### src/rtl/ufrm_pkg.sv
package ufrm_pkg;

  localparam int unsigned VERTEX_COUNT = 1024;
  localparam int unsigned VTX_W        = 10;
  localparam int unsigned CNT_W        = 11;
  localparam int unsigned REQ_W        = 2;
  localparam int unsigned ST_W         = 2;

  localparam logic [REQ_W-1:0] REQ_CLEAR = 2'd0;
  localparam logic [REQ_W-1:0] REQ_MARK  = 2'd1;
  localparam logic [REQ_W-1:0] REQ_UNION = 2'd2;
  localparam logic [REQ_W-1:0] REQ_QUERY = 2'd3;

  localparam logic [ST_W-1:0] ST_MERGED = 2'd0;
  localparam logic [ST_W-1:0] ST_SAME   = 2'd1;
  localparam logic [ST_W-1:0] ST_BOTH   = 2'd2;
  localparam logic [ST_W-1:0] ST_DONE   = 2'd3;

  typedef enum logic [3:0] {
    CMD_NONE,
    CMD_CAPTURE,
    CMD_SWEEP,
    CMD_MARK,
    CMD_RD_RA,
    CMD_RD_RB,
    CMD_INFO_A,
    CMD_INFO_B,
    CMD_DECIDE,
    CMD_QRES,
    CMD_WALK0,
    CMD_WALK,
    CMD_SPL_RD,
    CMD_SPL_W1,
    CMD_SPL_W2,
    CMD_EMIT
  } cmd_e;

  typedef struct packed {
    logic sweep_last;
    logic same_root;
    logic both_restr;
    logic walk_end;
    logic out_free;
  } stat_t;

endpackage

### src/rtl/ufrm_ctrl.sv
module ufrm_ctrl (
  input  logic                        clk_i,
  input  logic                        rst_ni,
  input  logic                        in_valid_i,
  input  logic [ufrm_pkg::REQ_W-1:0]  in_kind_i,
  output logic                        in_ready_o,
  input  ufrm_pkg::stat_t             stat_i,
  output ufrm_pkg::cmd_e              cmd_o
);

  typedef enum logic [3:0] {
    S_INIT,
    S_IDLE,
    S_CLR,
    S_MARK,
    S_RA,
    S_RB,
    S_INFO_A,
    S_INFO_B,
    S_DECIDE,
    S_QRES,
    S_WALK0,
    S_WALK,
    S_SPL_RD,
    S_SPL_W1,
    S_SPL_W2,
    S_EMIT
  } state_e;

  state_e                       state_q;
  logic [ufrm_pkg::REQ_W-1:0]   kind_q;

  always_ff @(posedge clk_i or negedge rst_ni) begin
    if (!rst_ni) begin
      state_q <= S_INIT;
      kind_q  <= ufrm_pkg::REQ_CLEAR;
    end else begin
      case (state_q)
        S_INIT: begin
          if (stat_i.sweep_last) state_q <= S_IDLE;
        end
        S_IDLE: begin
          if (in_valid_i) begin
            kind_q <= in_kind_i;
            case (in_kind_i)
              ufrm_pkg::REQ_CLEAR: state_q <= S_CLR;
              ufrm_pkg::REQ_MARK:  state_q <= S_MARK;
              default:             state_q <= S_RA;
            endcase
          end
        end
        S_CLR: begin
          if (stat_i.sweep_last) state_q <= S_EMIT;
        end
        S_MARK:   state_q <= S_EMIT;
        S_RA:     state_q <= S_RB;
        S_RB:     state_q <= S_INFO_A;
        S_INFO_A: state_q <= (kind_q == ufrm_pkg::REQ_QUERY) ? S_QRES : S_INFO_B;
        S_INFO_B: state_q <= S_DECIDE;
        S_QRES:   state_q <= S_EMIT;
        S_DECIDE: begin
          if (stat_i.same_root || stat_i.both_restr) state_q <= S_EMIT;
          else state_q <= S_WALK0;
        end
        S_WALK0:  state_q <= S_WALK;
        S_WALK: begin
          if (stat_i.walk_end) state_q <= S_SPL_RD;
        end
        S_SPL_RD: state_q <= S_SPL_W1;
        S_SPL_W1: state_q <= S_SPL_W2;
        S_SPL_W2: state_q <= S_EMIT;
        S_EMIT: begin
          if (stat_i.out_free) state_q <= S_IDLE;
        end
        default:  state_q <= S_IDLE;
      endcase
    end
  end

  assign in_ready_o = (state_q == S_IDLE);

  always_comb begin
    case (state_q)
      S_INIT, S_CLR: cmd_o = ufrm_pkg::CMD_SWEEP;
      S_IDLE:        cmd_o = in_valid_i ? ufrm_pkg::CMD_CAPTURE : ufrm_pkg::CMD_NONE;
      S_MARK:        cmd_o = ufrm_pkg::CMD_MARK;
      S_RA:          cmd_o = ufrm_pkg::CMD_RD_RA;
      S_RB:          cmd_o = ufrm_pkg::CMD_RD_RB;
      S_INFO_A:      cmd_o = ufrm_pkg::CMD_INFO_A;
      S_INFO_B:      cmd_o = ufrm_pkg::CMD_INFO_B;
      S_DECIDE:      cmd_o = ufrm_pkg::CMD_DECIDE;
      S_QRES:        cmd_o = ufrm_pkg::CMD_QRES;
      S_WALK0:       cmd_o = ufrm_pkg::CMD_WALK0;
      S_WALK:        cmd_o = ufrm_pkg::CMD_WALK;
      S_SPL_RD:      cmd_o = ufrm_pkg::CMD_SPL_RD;
      S_SPL_W1:      cmd_o = ufrm_pkg::CMD_SPL_W1;
      S_SPL_W2:      cmd_o = ufrm_pkg::CMD_SPL_W2;
      S_EMIT:        cmd_o = stat_i.out_free ? ufrm_pkg::CMD_EMIT : ufrm_pkg::CMD_NONE;
      default:       cmd_o = ufrm_pkg::CMD_NONE;
    endcase
  end

endmodule

### config.mk
export PLATFORM = sky130hd
export DESIGN_NAME = ufrm_ctrl
export DESIGN_NICKNAME = d
export VERILOG_FILES = /design/src/rtl/ufrm_pkg.sv /design/src/rtl/ufrm_ctrl.sv
export SDC_FILE = /design/constraint.sdc
export NUM_CORES = 1
export LEC_CHECK = 0
export ABC_CLOCK_PERIOD_IN_PS = 1600
export BUFFER_PORTS_ARGS = -buffer_cell sky130_fd_sc_hd__buf_2
export CAP_MARGIN = 20
export CORE_AREA = 3 3 40 42
export DETAILED_ROUTE_END_ITERATION = 12
export DIE_AREA = 0 0 43 45
export PLACE_DENSITY_LB_ADDON = 0.05
export SYNTH_ARGS = -nofsm -noshare
export SYNTH_HDL_FRONTEND = slang
export SYNTH_SLANG_ARGS = --single-unit
### constraint.sdc
create_clock -name clk_i -period 1.6 [get_ports clk_i]
set_clock_uncertainty 0.05 [all_clocks]
set_input_delay 0.24 -clock clk_i [delete_from_list [all_inputs] [get_ports clk_i]]
set_output_delay 0.24 -clock clk_i [all_outputs]
set_load 0.01 [all_outputs]
==> flow_summary.rst <==
.. list-table::
   :header-rows: 1

   * - Metric
     - Value
   * - Outcome
     - complete, but fails checks
   * - Violated checks
     - setup timing
   * - Clock Power Share
     - 8.4%
   * - Global-route usage over all layers
     - 18.6%
   * - Diodes inserted
     - 0
   * - Post-synthesis sequential element count
     - 6
   * - CP required
     - 1310 ps
   * - Most used standard cell by instance count after synthesis
     - nand2_1
   * - Number of routed nets with antenna violations
     - 0
   * - Relative max-transition margin
     - 81.1%
   * - Final clock period utilization by the worst path
     - 107%
   * - Post-synthesis cell area
     - 532 um2
   * - Number of input and output port buffers inserted
     - 14
   * - Vias in the first global route
     - 570
   * - Number of max-slew violations in the final report
     - 0
   * - Worst Tran Pin Value
     - 281 ps
   * - EDFF count, synth
     - 0
   * - Total number of nets in the final design
     - 106
   * - Portion of the post-synthesis area used by sequential elements
     - 28.2%
   * - Number of hold-slack violations in the final timing report
     - 0
   * - Net count after synthesis
     - 77
   * - Sw Ratio
     - 44.9%
   * - Gpl congestion
     - 0.895
   * - Combined area of the multi-input logic cells
     - 344 um2
   * - Critical path class
     - flop to output port
   * - Number of buffers inserted during clock tree synthesis
     - 3
   * - Pin count of the biggest net entering global routing
     - 10
   * - Most used standard cells in the synthesized netlist
     - nand2_1, dfrtp_1, o21ai_0, nor2_1, inv_1
   * - Final Hold Slack
     - 221 ps
   * - H-tree lvl count
     - 1
   * - Syn. warnings
     - 0
   * - Class of the worst hold path
     - input port to flop
   * - Maximum net fanout on the critical path
     - 5
   * - Ratio of cells with drive above 1 in the final layout
     - 43.6%
   * - Buffer and inverter count on the worst path
     - 1
   * - Share of flip-flops with an asynchronous set or reset
     - 100%
   * - Critical path, cell by cell
     - or3_4, o22ai_2, nor2_1, buf_2
   * - Post-route DRC violation count
     - 0
   * - Combinational share of power
     - 72.0%
   * - PwrDens
     - 2220 mW/mm2
   * - Antenna violations before repair
     - 0
   * - Number of top-level pins
     - 15
   * - Leakage component of the power
     - 0.360 nW
   * - Endpoint type of the worst setup path
     - output port
   * - Switching power of the nets
     - 0.745 mW
   * - DPL Wire Length
     - 1.11 mm
   * - Die Wd
     - 43 um
   * - Max-cap viol count
     - 0
   * - Iteration-0 DRC count of the detailed router
     - 29
   * - Data arrival at the endpoint of the critical path
     - 1420 ps
   * - Fmax
     - 0.584 GHz
   * - Starting density of the core
     - 41.4%
   * - Die Y
     - 45 um
   * - Overflow after GRT
     - 0
   * - Clock period minus final worst setup slack
     - 1710 ps
   * - Post-Synthesis Cells
     - 67
   * - Setup repair after global routing missed its margin
     - yes
   * - Global-route wire length before repair
     - 2.64 mm
   * - Cell row count
     - 13
   * - Die Outline Area
     - 0.00194 mm2
   * - Largest cells by area after synthesis
     - dfrtp_1, o21ai_0, nand2_1
   * - Drt via density
     - 5.91
   * - Power share of the sequential group
     - 19.6%
   * - Clock network latency to the later pin of the worst-skew pair
     - 240 ps
   * - Internal power
     - 0.912 mW
   * - Worst stage delay on the critical path
     - 450 ps
   * - Critical path launch point type
     - flop
   * - Maximum vdd ir drop
     - 1.01 mV
   * - Number of setup violations in the final report
     - 4
   * - Top_reg_cell synth
     - dfrtp_1
   * - Routed wire length
     - 1.58 mm
   * - Final setup margin
     - -113 ps
   * - Slowest cell on crit path
     - dfrtp_2
   * - Number of clock sinks
     - 6
   * - Count of fill cells added during filler insertion
     - 131
   * - Post-synthesis average cell area
     - 7.94 um2
   * - Pre-antenna DRT Iters
     - 5
   * - Fraction of synthesized cell area taken by the top area cell type
     - 28.2%
   * - Number of distinct standard cells referenced by the synthesized netlist
     - 34
   * - Via count
     - 644
   * - Family with the most delay on the worst path
     - simple AND/OR/NAND/NOR gates
   * - Synth-to-Final Area Change
     - 40.2%
   * - Clock tree from TritonCTS
     - done
   * - Library cell used as clock root buffer
     - clkbuf_4
   * - Register Area
     - 153 um2
   * - Core outline area
     - 0.00128 mm2
   * - Library cell with the largest summed area after synthesis
     - dfrtp_1
   * - Routed wire length per instance
     - 14.5 um
   * - Longest Clk Path Bufs
     - 2
   * - Util after Layout
     - 58.0%
   * - Clock transition at the registers of the reported paths
     - 50 ps
   * - Total Neg Setup Slack
     - -251 ps
[layout make-up]
class / instances / area share, %
clock buffer: 3 / 3.02
inverter: 6 / 3.02
sequential: 6 / 20.5
timing repair buffer: 28 / 24.8
tap: 15 / 2.52
multi-input combinational: 51 / 46.1
[stage by stage]
step	std cells	area, um2	total power [mW]	worst slack (ps)
floorplan	67	532	1.04	221
global placement	101	653	1.36	-66.0
detailed placement	101	653	1.34	-65.0
CTS	108	727	1.58	-137
global route	109	746	1.81	-174
finish	109	746	1.66	-113
[cell families after synthesis]
| kind of cell | synth area share (%) |
|---|---|
| AO/OA/AOI/OAI | 35.8 |
| AND/OR/NAND/NOR | 21.2 |
| buffers and inverters | 10.8 |
| multiplexers | 4.00 |
| flip-flops | 28.2 |
[tightest hold or removal path, cell delays in order]
cell	delay (ps)
buf_2	100
inv_1	50
o21ai_0	80
[registers in the layout, indices dropped and copies added (netlist names)]
name / count
kind_q: 2
state_q: 4
[power by group through the flow]
stage | Sequential [mW] | Clock (mW) | Combinational (mW)
floorplan | 0.304 | 0 | 0.731
global placement | 0.348 | 0 | 1.01
detailed placement | 0.344 | 0 | 0.992
CTS | 0.311 | 0.146 | 1.12
global route | 0.335 | 0.159 | 1.32
finish | 0.325 | 0.140 | 1.19
[routing by layer]
layer	track usage, %	vias to the layer above	routed length (um)
li1	-	305	-
met1	22.5	311	675
met2	31.4	28	783
met3	6.77	0	119
met4	4.82	0	0
met5	0	-	0
[cell usage in the layout, fill, tap and decap left out, types with 2 or more instances in the layout]
cell / count
nand2_1: 6
clkbuf_4: 3
o21a_1: 2
buf_4: 11
buf_6: 2
nor3_1: 2
o21ai_0: 6
a22o_1: 2
nor2_1: 5
a31oi_1: 2
inv_1: 3
and2b_1: 2
a21oi_1: 3
dfrtp_1: 4
buf_2: 14
dfrtp_2: 2
inv_2: 3
[path summary, 6_finish.rpt]
path,endpoint,depth (start not counted),start,slack [ps]
max,cmd_o[0],4,state_q[1],-110
min,kind_q[0],3,in_kind_i[0],220
max reg2reg,state_q[2],6,state_q[3],-40
min reg2reg,kind_q[0],2,kind_q[0],460
max in group asynchronous,state_q[1],2,rst_ni,1010
min in group asynchronous,kind_q[1],2,rst_ni,320
[repair_timing]
item / 4_1_cts / 5_1_grt
setup endpoints to repair: 6 / 9
pin swaps: 1 / 3
endpoints found under the hold margin: 6 / 0
buffers inserted: 3 / 1
hold buffers: 1 / 0
gates resized for setup: 5 / 4
gates cloned: 0 / 0
Power figures use the tool's default switching activity.
